==> src/design/sdt_pkg.sv <==
// Shared types and constants of the sound channel duration tracker.
`timescale 1ns / 1ps
`default_nettype none
package sdt_pkg;

    localparam int CHANNELS = 2;
    localparam int CH_W     = 1;

    localparam int ADDR_W   = 28;
    localparam int COUNT_W  = 24;
    localparam int RATE_W   = 16;
    localparam int VRATE_W  = 16;
    localparam int CLOCK_W  = 25;
    localparam int RELOAD_W = 16;
    localparam int VCNT_W   = 30;
    localparam int PROD_W   = VRATE_W + COUNT_W;
    localparam int DVD_W    = 32;
    localparam int STEP_W   = 5;

    localparam int S_TDATA_W = 72;
    localparam int S_TUSER_W = 4;
    localparam int M_TDATA_W = 48;
    localparam int M_TUSER_W = 4;

    localparam int CFG_IDX_W  = 1;
    localparam int CFG_DATA_W = 25;

    localparam logic [CFG_IDX_W-1:0] CFG_VBLANK_RATE = 1'd0;
    localparam logic [CFG_IDX_W-1:0] CFG_CPU_CLOCK   = 1'd1;

    localparam logic [VRATE_W-1:0] VRATE_RESET = 16'd15290;
    localparam logic [CLOCK_W-1:0] CLOCK_RESET = 25'd16777216;

    localparam logic [VCNT_W-1:0]   VCNT_MAX  = 30'h3FFF_FFFF;
    localparam logic [RELOAD_W-1:0] TICKS_MAX = 16'hFFFF;

    typedef enum logic [2:0] {
        REQ_PLAY    = 3'd0,
        REQ_PAUSE   = 3'd1,
        REQ_UNPAUSE = 3'd2,
        REQ_STOP    = 3'd3,
        REQ_TICK    = 3'd4
    } req_e_t;

    typedef enum logic [2:0] {
        ACT_NONE  = 3'd0,
        ACT_START = 3'd1,
        ACT_HALT  = 3'd2,
        ACT_TOFF  = 3'd3,
        ACT_TON   = 3'd4
    } act_e_t;

    typedef enum logic [2:0] {
        ST_IDLE,
        ST_MUL,
        ST_DUR_GO,
        ST_DUR_WAIT,
        ST_TCK_GO,
        ST_TCK_WAIT,
        ST_OUT_A,
        ST_OUT_B
    } state_e_t;

    typedef struct packed {
        logic              start;
        logic [DVD_W-1:0]  dividend;
        logic [RATE_W-1:0] divisor;
    } div_req_t;

    typedef struct packed {
        logic             done;
        logic [DVD_W-1:0] quotient;
    } div_rsp_t;

endpackage
`default_nettype wire

==> src/design/sound_channel_duration_tracker.sv <==
// Top level: two-channel sound duration tracker in vertical-blank ticks.
//
// Requests enter on the s_axis channel (play, pause all, unpause all, stop
// all, vblank tick). Each request gives two results on m_axis, channel A
// then channel B, the second marked by m_axis_tlast.
// Configuration (vblank rate in 8.8, processor clock) is written through
// cfg_we / cfg_index / cfg_data; the user must write it only while the
// block is idle, as the block itself does not enforce this. A play request
// passes a multiply state and two 32-step passes of the shared divider
// (duration, then timer ticks) before its first result appears. Every
// other request shows its first result in the cycle after acceptance.
// One request is worked at a time: s_axis_tready is high only when no
// result is pending, so a new request waits until both results are taken.
// When the receiver stalls, the result holds on m_axis until taken.
// Synchronous active-low reset clears all channel state, returns the
// configuration to 15290 (8.8) and 16777216 Hz, and leaves the block idle.
`timescale 1ns / 1ps
`default_nettype none
module sound_channel_duration_tracker (
    input  wire logic                              aclk,
    input  wire logic                              aresetn,
    input  wire logic                              cfg_we,
    input  wire logic [sdt_pkg::CFG_IDX_W-1:0]     cfg_index,
    input  wire logic [sdt_pkg::CFG_DATA_W-1:0]    cfg_data,
    input  wire logic                              s_axis_tvalid,
    output logic                                   s_axis_tready,
    // sample_addr[27:0], sample_count[51:28], sample_rate[67:52],
    // repeat_req[68], zero fill [71:69]
    input  wire logic [sdt_pkg::S_TDATA_W-1:0]     s_axis_tdata,
    // req_type[2:0], channel[3]
    input  wire logic [sdt_pkg::S_TUSER_W-1:0]     s_axis_tuser,
    output logic                                   m_axis_tvalid,
    input  wire logic                              m_axis_tready,
    // start_addr[27:0], timer_reload[43:28], is_playing[44], zero fill [47:45]
    output logic [sdt_pkg::M_TDATA_W-1:0]          m_axis_tdata,
    // out_channel[0], action[3:1]
    output logic [sdt_pkg::M_TUSER_W-1:0]          m_axis_tuser,
    output logic                                   m_axis_tlast
);

    sdt_pkg::state_e_t state_reg, state_next;

    logic [sdt_pkg::VRATE_W-1:0]  vrate_reg, vrate_next;
    logic [sdt_pkg::CLOCK_W-1:0]  clock_reg, clock_next;

    logic                          playing_reg [sdt_pkg::CHANNELS];
    logic                          playing_next [sdt_pkg::CHANNELS];
    logic                          loop_reg [sdt_pkg::CHANNELS];
    logic                          loop_next [sdt_pkg::CHANNELS];
    logic [sdt_pkg::VCNT_W-1:0]    vcnt_reg [sdt_pkg::CHANNELS];
    logic [sdt_pkg::VCNT_W-1:0]    vcnt_next [sdt_pkg::CHANNELS];
    logic [sdt_pkg::VCNT_W-1:0]    vcnt_inc [sdt_pkg::CHANNELS];
    logic [sdt_pkg::VCNT_W-1:0]    dur_reg [sdt_pkg::CHANNELS];
    logic [sdt_pkg::VCNT_W-1:0]    dur_next [sdt_pkg::CHANNELS];
    logic [sdt_pkg::ADDR_W-1:0]    addr_reg [sdt_pkg::CHANNELS];
    logic [sdt_pkg::ADDR_W-1:0]    addr_next [sdt_pkg::CHANNELS];
    logic [sdt_pkg::RELOAD_W-1:0]  reload_reg [sdt_pkg::CHANNELS];
    logic [sdt_pkg::RELOAD_W-1:0]  reload_next [sdt_pkg::CHANNELS];
    sdt_pkg::act_e_t               act_reg [sdt_pkg::CHANNELS];
    sdt_pkg::act_e_t               act_next [sdt_pkg::CHANNELS];

    logic [sdt_pkg::CH_W-1:0]      ch_reg, ch_next;
    logic [sdt_pkg::COUNT_W-1:0]   count_reg, count_next;
    logic [sdt_pkg::RATE_W-1:0]    rate_reg, rate_next;
    logic [sdt_pkg::PROD_W-1:0]    prod_reg, prod_next;

    logic [2:0]                    in_req;
    logic [sdt_pkg::CH_W-1:0]      in_ch;
    logic [sdt_pkg::ADDR_W-1:0]    in_addr;
    logic [sdt_pkg::COUNT_W-1:0]   in_count;
    logic [sdt_pkg::RATE_W-1:0]    in_rate;
    logic                          in_rep;
    logic                          in_fire;

    logic [sdt_pkg::VCNT_W-1:0]    dur_val;
    logic [sdt_pkg::RELOAD_W-1:0]  ticks_val;
    logic [sdt_pkg::CH_W-1:0]      osel;
    logic                          ostart;

    sdt_pkg::div_req_t div_req;
    sdt_pkg::div_rsp_t div_rsp;

    assign in_req   = s_axis_tuser[2:0];
    assign in_ch    = s_axis_tuser[3];
    assign in_addr  = s_axis_tdata[27:0];
    assign in_count = s_axis_tdata[51:28];
    assign in_rate  = s_axis_tdata[67:52];
    assign in_rep   = s_axis_tdata[68];
    assign in_fire  = s_axis_tvalid && s_axis_tready;

    sdt_div u_div (
        .aclk    (aclk),
        .aresetn (aresetn),
        .req     (div_req),
        .rsp     (div_rsp)
    );

    always_comb begin
        if (rate_reg == '0) begin
            dur_val = sdt_pkg::VCNT_MAX;
        end else if (|div_rsp.quotient[sdt_pkg::DVD_W-1:sdt_pkg::VCNT_W]) begin
            dur_val = sdt_pkg::VCNT_MAX;
        end else begin
            dur_val = div_rsp.quotient[sdt_pkg::VCNT_W-1:0];
        end
        if (rate_reg == '0) begin
            ticks_val = sdt_pkg::TICKS_MAX;
        end else if (|div_rsp.quotient[sdt_pkg::DVD_W-1:sdt_pkg::RELOAD_W]) begin
            ticks_val = sdt_pkg::TICKS_MAX;
        end else begin
            ticks_val = div_rsp.quotient[sdt_pkg::RELOAD_W-1:0];
        end
    end

    // next state
    always_comb begin
        state_next = state_reg;
        case (state_reg)
            sdt_pkg::ST_IDLE: begin
                if (s_axis_tvalid) begin
                    state_next = (in_req == sdt_pkg::REQ_PLAY) ? sdt_pkg::ST_MUL
                                                               : sdt_pkg::ST_OUT_A;
                end
            end
            sdt_pkg::ST_MUL:      state_next = sdt_pkg::ST_DUR_GO;
            sdt_pkg::ST_DUR_GO:   state_next = sdt_pkg::ST_DUR_WAIT;
            sdt_pkg::ST_DUR_WAIT: begin
                if (div_rsp.done) begin
                    state_next = sdt_pkg::ST_TCK_GO;
                end
            end
            sdt_pkg::ST_TCK_GO:   state_next = sdt_pkg::ST_TCK_WAIT;
            sdt_pkg::ST_TCK_WAIT: begin
                if (div_rsp.done) begin
                    state_next = sdt_pkg::ST_OUT_A;
                end
            end
            sdt_pkg::ST_OUT_A: begin
                if (m_axis_tready) begin
                    state_next = sdt_pkg::ST_OUT_B;
                end
            end
            sdt_pkg::ST_OUT_B: begin
                if (m_axis_tready) begin
                    state_next = sdt_pkg::ST_IDLE;
                end
            end
            default: state_next = sdt_pkg::ST_IDLE;
        endcase
    end

    // outputs of the sequencer
    always_comb begin
        s_axis_tready    = 1'b0;
        m_axis_tvalid    = 1'b0;
        div_req.start    = 1'b0;
        div_req.divisor  = rate_reg;
        div_req.dividend = prod_reg[sdt_pkg::PROD_W-1:8];
        case (state_reg)
            sdt_pkg::ST_IDLE:   s_axis_tready = 1'b1;
            sdt_pkg::ST_DUR_GO: div_req.start = 1'b1;
            sdt_pkg::ST_TCK_GO: begin
                div_req.start    = 1'b1;
                div_req.dividend = sdt_pkg::DVD_W'(clock_reg);
            end
            sdt_pkg::ST_OUT_A,
            sdt_pkg::ST_OUT_B:  m_axis_tvalid = 1'b1;
            default: ;
        endcase
    end

    // channel state and request data
    always_comb begin
        vrate_next = vrate_reg;
        clock_next = clock_reg;
        ch_next    = ch_reg;
        count_next = count_reg;
        rate_next  = rate_reg;
        prod_next  = prod_reg;
        for (int c = 0; c < sdt_pkg::CHANNELS; c++) begin
            playing_next[c] = playing_reg[c];
            loop_next[c]    = loop_reg[c];
            vcnt_next[c]    = vcnt_reg[c];
            dur_next[c]     = dur_reg[c];
            addr_next[c]    = addr_reg[c];
            reload_next[c]  = reload_reg[c];
            act_next[c]     = act_reg[c];
            vcnt_inc[c]     = (vcnt_reg[c] < sdt_pkg::VCNT_MAX) ? vcnt_reg[c] + 1'b1
                                                                : vcnt_reg[c];
        end

        if (cfg_we) begin
            case (cfg_index)
                sdt_pkg::CFG_VBLANK_RATE: vrate_next = cfg_data[sdt_pkg::VRATE_W-1:0];
                sdt_pkg::CFG_CPU_CLOCK:   clock_next = cfg_data;
                default: ;
            endcase
        end

        if (in_fire) begin
            for (int c = 0; c < sdt_pkg::CHANNELS; c++) begin
                act_next[c] = sdt_pkg::ACT_NONE;
                case (in_req)
                    sdt_pkg::REQ_PLAY: begin
                        if (sdt_pkg::CH_W'(c) == in_ch) begin
                            addr_next[c] = in_addr;
                            loop_next[c] = in_rep;
                            act_next[c]  = sdt_pkg::ACT_START;
                        end
                    end
                    sdt_pkg::REQ_PAUSE: begin
                        playing_next[c] = 1'b0;
                        act_next[c]     = sdt_pkg::ACT_TOFF;
                    end
                    sdt_pkg::REQ_UNPAUSE: begin
                        playing_next[c] = 1'b1;
                        act_next[c]     = sdt_pkg::ACT_TON;
                    end
                    sdt_pkg::REQ_STOP: begin
                        playing_next[c] = 1'b0;
                        act_next[c]     = sdt_pkg::ACT_HALT;
                    end
                    sdt_pkg::REQ_TICK: begin
                        if (playing_reg[c]) begin
                            vcnt_next[c] = vcnt_inc[c];
                            if (vcnt_inc[c] >= dur_reg[c]) begin
                                if (loop_reg[c]) begin
                                    vcnt_next[c] = '0;
                                    act_next[c]  = sdt_pkg::ACT_START;
                                end else begin
                                    playing_next[c] = 1'b0;
                                    act_next[c]     = sdt_pkg::ACT_HALT;
                                end
                            end
                        end
                    end
                    default: ;
                endcase
            end
            ch_next    = in_ch;
            count_next = in_count;
            rate_next  = in_rate;
        end

        if (state_reg == sdt_pkg::ST_MUL) begin
            prod_next = vrate_reg * count_reg;
        end

        if (state_reg == sdt_pkg::ST_DUR_WAIT && div_rsp.done) begin
            dur_next[ch_reg] = dur_val;
        end

        if (state_reg == sdt_pkg::ST_TCK_WAIT && div_rsp.done) begin
            reload_next[ch_reg]  = ~ticks_val + 1'b1;
            vcnt_next[ch_reg]    = '0;
            playing_next[ch_reg] = 1'b1;
        end
    end

    always_ff @(posedge aclk) begin
        if (!aresetn) begin
            state_reg <= sdt_pkg::ST_IDLE;
            vrate_reg <= sdt_pkg::VRATE_RESET;
            clock_reg <= sdt_pkg::CLOCK_RESET;
            for (int c = 0; c < sdt_pkg::CHANNELS; c++) begin
                playing_reg[c] <= 1'b0;
                loop_reg[c]    <= 1'b0;
                vcnt_reg[c]    <= '0;
                dur_reg[c]     <= '0;
                addr_reg[c]    <= '0;
                reload_reg[c]  <= '0;
                act_reg[c]     <= sdt_pkg::ACT_NONE;
            end
        end else begin
            state_reg <= state_next;
            vrate_reg <= vrate_next;
            clock_reg <= clock_next;
            for (int c = 0; c < sdt_pkg::CHANNELS; c++) begin
                playing_reg[c] <= playing_next[c];
                loop_reg[c]    <= loop_next[c];
                vcnt_reg[c]    <= vcnt_next[c];
                dur_reg[c]     <= dur_next[c];
                addr_reg[c]    <= addr_next[c];
                reload_reg[c]  <= reload_next[c];
                act_reg[c]     <= act_next[c];
            end
        end
        ch_reg    <= ch_next;
        count_reg <= count_next;
        rate_reg  <= rate_next;
        prod_reg  <= prod_next;
    end

    assign osel   = (state_reg == sdt_pkg::ST_OUT_B) ? 1'b1 : 1'b0;
    assign ostart = act_reg[osel] == sdt_pkg::ACT_START;

    assign m_axis_tdata = {3'b000,
                           playing_reg[osel],
                           ostart ? reload_reg[osel] : {sdt_pkg::RELOAD_W{1'b0}},
                           ostart ? addr_reg[osel] : {sdt_pkg::ADDR_W{1'b0}}};
    assign m_axis_tuser = {act_reg[osel], osel};
    assign m_axis_tlast = osel;

    a_ready_no_result: assert property (@(posedge aclk) disable iff (!aresetn)
        s_axis_tready |-> !m_axis_tvalid)
        else $error("request taken while a result is pending");

    a_second_follows: assert property (@(posedge aclk) disable iff (!aresetn)
        m_axis_tvalid && m_axis_tready && !m_axis_tlast |=> m_axis_tvalid && m_axis_tlast)
        else $error("channel B result did not follow channel A");

    a_div_done_wait: assert property (@(posedge aclk) disable iff (!aresetn)
        div_rsp.done |-> (state_reg == sdt_pkg::ST_DUR_WAIT ||
                          state_reg == sdt_pkg::ST_TCK_WAIT))
        else $error("divider finished outside a wait state");

    a_start_playing: assert property (@(posedge aclk) disable iff (!aresetn)
        m_axis_tvalid && ostart |-> playing_reg[osel])
        else $error("start reported on a channel that is not playing");

endmodule
`default_nettype wire

==> src/design/sdt_div.sv <==
// Shared restoring divider, one quotient bit per cycle.
`timescale 1ns / 1ps
`default_nettype none
module sdt_div (
    input  wire logic             aclk,
    input  wire logic             aresetn,
    input  wire sdt_pkg::div_req_t req,
    output sdt_pkg::div_rsp_t      rsp
);

    logic                        busy_reg, busy_next;
    logic                        done_reg, done_next;
    logic [sdt_pkg::STEP_W-1:0]  step_reg, step_next;
    logic [sdt_pkg::RATE_W-1:0]  rem_reg, rem_next;
    logic [sdt_pkg::RATE_W-1:0]  dsr_reg, dsr_next;
    logic [sdt_pkg::DVD_W-1:0]   quo_reg, quo_next;
    logic [sdt_pkg::RATE_W:0]    trial;
    logic                        fits;

    assign trial = {rem_reg, quo_reg[sdt_pkg::DVD_W-1]};
    assign fits  = trial >= {1'b0, dsr_reg};

    always_comb begin
        busy_next = busy_reg;
        done_next = 1'b0;
        step_next = step_reg;
        rem_next  = rem_reg;
        dsr_next  = dsr_reg;
        quo_next  = quo_reg;
        if (req.start) begin
            busy_next = 1'b1;
            step_next = '0;
            rem_next  = '0;
            dsr_next  = req.divisor;
            quo_next  = req.dividend;
        end else if (busy_reg) begin
            rem_next  = fits ? sdt_pkg::RATE_W'(trial - {1'b0, dsr_reg})
                             : trial[sdt_pkg::RATE_W-1:0];
            quo_next  = {quo_reg[sdt_pkg::DVD_W-2:0], fits};
            step_next = step_reg + 1'b1;
            if (step_reg == sdt_pkg::STEP_W'(sdt_pkg::DVD_W - 1)) begin
                busy_next = 1'b0;
                done_next = 1'b1;
            end
        end
    end

    always_ff @(posedge aclk) begin
        if (!aresetn) begin
            busy_reg <= 1'b0;
            done_reg <= 1'b0;
            step_reg <= '0;
        end else begin
            busy_reg <= busy_next;
            done_reg <= done_next;
            step_reg <= step_next;
        end
        rem_reg <= rem_next;
        dsr_reg <= dsr_next;
        quo_reg <= quo_next;
    end

    assign rsp.done     = done_reg;
    assign rsp.quotient = quo_reg;

endmodule
`default_nettype wire
==> config.mk <==
export PLATFORM = sky130hd
export DESIGN_NAME = sound_channel_duration_tracker
export DESIGN_NICKNAME = d
export VERILOG_FILES = /design/src/design/sdt_pkg.sv /design/src/design/sound_channel_duration_tracker.sv /design/src/design/sdt_div.sv
export SDC_FILE = /design/constraint.sdc
export NUM_CORES = 2
export LEC_CHECK = 0
export ABC_AREA = 1
export BUFFER_PORTS_ARGS = -buffer_cell sky130_fd_sc_hd__buf_2
export CAP_MARGIN = 20
export CORE_MARGIN = 8
export CORE_UTILIZATION = 55
export CTS_BUF_LIST = sky130_fd_sc_hd__clkbuf_2 sky130_fd_sc_hd__clkbuf_4 sky130_fd_sc_hd__clkbuf_8
export DETAILED_ROUTE_END_ITERATION = 6
export PLACE_DENSITY_LB_ADDON = 0.15
export SLEW_MARGIN = 20
export SYNTH_ARGS = -nofsm -noshare
export SYNTH_HDL_FRONTEND = slang
export SYNTH_HIERARCHICAL = 1
export SYNTH_SLANG_ARGS = --single-unit
==> constraint.sdc <==
create_clock -name aclk -period 11.18 [get_ports aclk]
set_input_delay 2.236 -clock aclk [delete_from_list [all_inputs] [get_ports aclk]]
set_output_delay 2.236 -clock aclk [all_outputs]
set_load 0.005 [all_outputs]
# Yosys cells after proc, flatten, opt, wreduce, memory -nomap -nowiden
# Memories as Yosys holds them, arrays and structs flattened.
# Cells that the tools add are included.
# word_totals
reg_bits,196
latch_bits,0
mem_bits_rw,218
romBits,0
input_bits,107
out_inout_bits,55
elab_cells,195
n_memories,7
# mem_list
memory,words,word_bits,read_ports,rd_ports_with_merged_regs,write_ports,line_no,text
dur_reg,2,30,2,0,2,sound_channel_duration_tracker.sv:53,logic [sdt_pkg::VCNT_W-1:0] dur_reg [sdt_pkg::CHANNELS];
vcnt_reg,2,30,2,0,2,sound_channel_duration_tracker.sv:50,logic [sdt_pkg::VCNT_W-1:0] vcnt_reg [sdt_pkg::CHANNELS];
addr_reg,2,28,1,0,2,sound_channel_duration_tracker.sv:55,logic [sdt_pkg::ADDR_W-1:0] addr_reg [sdt_pkg::CHANNELS];
reload_reg,2,16,3,0,2,sound_channel_duration_tracker.sv:57,logic [sdt_pkg::RELOAD_W-1:0] reload_reg [sdt_pkg::CHANNELS];
act_reg,2,3,1,0,2,sound_channel_duration_tracker.sv:59,sdt_pkg::act_e_t act_reg [sdt_pkg::CHANNELS];
loop_reg,2,1,2,0,2,sound_channel_duration_tracker.sv:48,logic loop_reg [sdt_pkg::CHANNELS];
1 more memories,-,-,-,-,-,-,
# classes
addsub,5
n_mul,1
n_div,0
magnitude_cmp,7
n_eq_ne,25
shifts,0
n_mux,94
bitwise,22
reduce_logical,21
# op_table
cell,n
30-bit 2-to-1 mux,17
28-bit 2-to-1 mux,7
60-bit 2-to-1 mux,3
32-bit 2-to-1 mux,4
16-bit 2-to-1 mux,7
30-bit by 1-bit adder with 30-bit output (second input constant),2
60-bit AND,1
60-bit bitwise mux,1
30-bit >= comparator,2
30-bit < comparator (second input constant),2
60-bit NOT,1
56-bit 2-to-1 mux,1
16-bit by 24-bit multiplier with 40-bit output,1
32-bit bitwise mux,1
30-bit demux with 1-bit select,1
3-bit case mux with 5 select lines,2
1-bit 2-to-1 mux,27
3-bit 2-to-1 mux,8
3-bit case mux with 8 select lines,1
2-bit 2-to-1 mux,9
17-bit by 16-bit >= comparator with 1-bit output,1
16-bit by 1-bit adder with 16-bit output (second input constant),1
16-bit demux with 1-bit select,1
16-bit zero test,1
29 further kinds,73

# Logic depth before layout (Yosys ltp)
# An unclocked memory read counts as a cell.
# logic_depth
ltp_word,11
ltp_mapped,29
mapped_depth_nobuf,27

# Cells and area by module
# Netlist, hierarchy kept.
# modules_own_cells
mod,n_inst,cells_each,area_per_inst_um2,seq_area_each_um2
sound_channel_duration_tracker,1,4029,30252.8,8027.7
sdt_div,1,512,4093.9,1901.8

# Worst setup path before layout
# OpenSTA, ideal clock, no wires.
# synth_timing
path_kind,flip-flop to flip-flop
startpoint,reg count_reg[8] (netlist name)
endpoint,"reg prod_reg[35] (netlist name), data pin"
setup_ns,0.252
arrival_time_ns,5.427
required_ns,10.928
setup_slack_ns,5.500
stages_incl_launch_ff,25
path_buffers,2
period_less_slack_ns,5.680
path_cell_list,edfxtp_1 -> clkbuf_1 -> clkbuf_1 -> nand2_1 -> fa_1 -> inv_1 -> fa_1 -> inv_1 -> fa_1 -> inv_1 -> fa_1 -> fa_1 -> inv_1 -> fa_1 -> inv_1 -> ha_1 -> nand2_1 -> o21ai_0 -> inv_1 -> o21ai_0 -> a21boi_0 -> nand2_1 -> nand2_1 -> nand3_1 -> nand2_1
# synth_via
elab_chain_cells,1
# synth_rtl
element,line_no,text
"start, declared",sound_channel_duration_tracker.sv:63,"logic [sdt_pkg::COUNT_W-1:0] count_reg, count_next;"
"start signal, assigned",sound_channel_duration_tracker.sv:289,count_reg <= count_next;
16-bit by 24-bit multiplier with 40-bit output,sound_channel_duration_tracker.sv:246,prod_next = vrate_reg * count_reg;
"end signal, assigned",sound_channel_duration_tracker.sv:291,prod_reg <= prod_next;
"end, declared",sound_channel_duration_tracker.sv:65,"logic [sdt_pkg::PROD_W-1:0] prod_reg, prod_next;"
# Every way passes these cells.
# A chain may end at the register's enable or synchronous reset.

# Final worst setup path
# layout_timing
startpoint,reg count_reg[11] (netlist name)
endpoint,"reg prod_reg[32] (netlist name), data pin"
# The elaborated chain is that of the path after synthesis.

==> results.toml <==
[critical_path]
worstPathCellList = "nand2_1 -> fa_1 -> inv_1 -> fa_1 -> inv_1 -> fa_1 -> inv_1 -> fa_1 -> fa_1 -> inv_1 -> fa_1 -> inv_1 -> ha_1 -> a21oi_1 -> a21boi_0 -> o21ai_0 -> nand2_1 -> nand3_1 -> nand2_1 -> nand2_1 -> xor2_1"
crit_fanout = 16
arrival_ns = 6.69
setup.worst_path.end = "prod_reg[32]"
worst_setup_path_start_kind = "flop"
slowest_delay_ns = 0.81
timing.rr.start = "count_reg[11]"
slowest_stage = "edfxtp_1"
crit_top_cell = "fa_1"
r2r_setup_slack_ns = 4.87
cp-end-kind = "flop"
r2r_cells = 21
r2r-end = "prod_reg[32]"
crit_required_ns = 11.56
crit_path_start = "count_reg[11]"
criticalPathCategory = "flop to flop"

[sta]
timing.slew.headroom = 0.257
hold_viol = 0
worst_slew_pin_slew_ns = 1.11
post-route-min-period_ns = 6.31
slew_viol_final = 0
rsz0062_at_grt = "no"
fin_skew_ns = 0.0407
setup_violations = 0
fin_setup_tns_ns = 0
fmax_mhz = 158
fin_crit_sh = 0.565

[global_routing]
antenna_found_initial = 4
grt.overflow.total = 0
grt_pass1_vias = 28100
grt_use_total = 0.248
grt_start_max_net_pins = 79
grt_pass1_wl_mm = 143

[placed_design]
gp_congestion = 0.940
post-dp-hpwl_mm = 66.7
io_buffers = 155

[routing]
routed_wl_mm = 87.6
viasPerCell = 5.12
drtAntennaViolNets = 0
firstDrtPassIters = 6
via_count = 28200
wire_per_inst_um = 15.9
drtIter0Drc = 1814
drc_errors = 0

[finish]
final_cell_mix = "nand2_1 (1260), inv_1 (880), a21oi_1 (316)"
postLayoutCoreUtil = 0.605
fill_cells = 5813
nNetsFinal = 5211
drive_gt1_frac = 0.0977
final_common_cell = "nand2_1"
syn2layout_area_growth_pct = 8.68

[yosys]
synth-seq-cells = 405
ys_async_sr_fraction = 0
seq_area_frac_synth = 0.289
syn_inst = 4541
synthesis.area_mm2 = 0.0343
synth_cell_types = 55
synth_edf_count = 182
synth_ff_type = "dfxtp_1"
avgSynthCellArea_um2 = 7.56
yosysWarnings = 6

[floorplan]
coreArea_mm2 = 0.0617
num_rows = 91
die_x_um = 266
io_pins = 162
die-area_mm2 = 0.0707
initial_utilization = 0.557
die_h_um = 266

[clock_tree]
cts.sinks = 405
cts_max_level = 3
numCtsBuffers = 75
ctsHoldBuffers = 0
cts_root_buf = "clkbuf_8"
clk_latency_ns = 0.67
clock_path_buffers = 3
cts_tree = "yes"
cts_resized = 0
path_clk_slew_ns = 0.06
post-cts-setup-buffer-count = 0

[run]
drv_cap = 0

[run_status]
status = "finished, final reports clean"

[hold_path]
hold_class = "flop to flop"
[layer usage]
metal,vias to the layer above,global-route usage,share of wire
met5,-,0,0.000091
met4,2,0.0835,0.032
met3,177,0.0439,0.051
met2,643,0.429,0.49
met1,13400,0.313,0.43
li1,14000,-,-
[area by class of cell]
type                       instances  area, um2  share of cell area
multi-input combinational       3009      20100               0.538
clock inverter                    23        272             0.00727
tap                              837       1050              0.0281
sequential                       405       9930               0.266
inverter                         923       3460              0.0928
clock buffer                     114       1410              0.0377
timing repair buffer             194       1100              0.0295
antenna                            3       7.51            0.000201
[stage by stage]
stage                     instances  setup WS, ns  area (um2)  hold slack (ns)
after floorplan                4543          5.50       34400            0.427
after global placement         5366          4.94       35600            0.434
after detailed placement       5366          4.88       35600            0.435
after CTS                      5503          4.86       37300            0.440
after global routing           5508          4.49       37300            0.455
final                          5508          4.87       37300            0.445
[worst max-delay path: cells and delay by family, from the launching register on]
family	cells	cell delay (ns)
compound gates	3	0.77
xor+xnor	1	0.15
fa+ha+maj	7	3.48
buf+inv	5	0.26
flops	1	0.81
simple gates	5	0.56
[synthesized netlist by cell type, types with 2 or more instances]
library cell,instances,area [um2]
o21ai_2,2,17.5
a21oi_1,316,1580
dfxtp_1,223,4460
nor2_4,11,124
o21a_1,6,45.0
nand4_1,54,338
fa_1,306,6130
nand2_8,2,40.0
edfxtp_1,182,5470
inv_2,39,146
a31oi_1,7,43.8
clkinv_1,4,15.0
nand2_4,5,56.3
nand2_2,29,181
o21ai_1,47,235
ha_1,190,2380
buf_4,10,75.1
inv_1,880,3300
nand3b_1,19,143
clkbuf_1,155,582
o21ai_0,147,736
nor2_1,291,1090
buf_1,9,33.8
nor3_1,38,190
nand3_2,6,60.1
buf_2,25,125
a211oi_1,3,22.5
and3_1,5,31.3
o21bai_1,10,75.1
a21boi_0,2,15.0
nand3_1,105,526
nor2_2,11,68.8
nor2_8,3,60.1
and2_1,3,18.8
o221ai_1,2,17.5
nor4_1,6,37.5
buf_6,6,67.6
nand2_1,1260,4730
xor2_1,62,543
a21o_1,7,52.6
nor3_2,8,80.1
xnor2_1,31,272
a22oi_1,2,15.0
[cells by family (layout without fill, tap and decap cells)]
group                      after synthesis  after routing  share of synthesized area
AOI/OAI and AO/OA                      555            555                     0.0843
other                                    1              6                   0.000109
muxes                                    2              2                   0.000619
buffers and inverters                 1129           1254                      0.127
DFF                                    405            405                      0.289
xor gates and xnor gates                93             93                     0.0237
adders and majority gates              496            496                      0.248
and+or+nand+nor                       1860           1860                      0.227
[how the worst min path moves through the flow]
stage	slack (ns)	cells past startpoint	endpoint	startpoint
2_1_floorplan	0.43	0	u_div/dsr_reg[11]	rate_reg[11]
3_3_place_gp	0.43	0	u_div/dsr_reg[11]	rate_reg[11]
3_5_place_dp	0.43	0	u_div/dsr_reg[13]	rate_reg[13]
4_1_cts	0.44	0	u_div/dsr_reg[6]	rate_reg[6]
5_1_grt	0.45	0	u_div/dsr_reg[11]	rate_reg[11]
6_report	0.45	0	u_div/dsr_reg[6]	rate_reg[6]
Power is left out: the tool's default activity adds up to more than one toggle a clock period on the data nets, which glitch-free logic cannot reach.
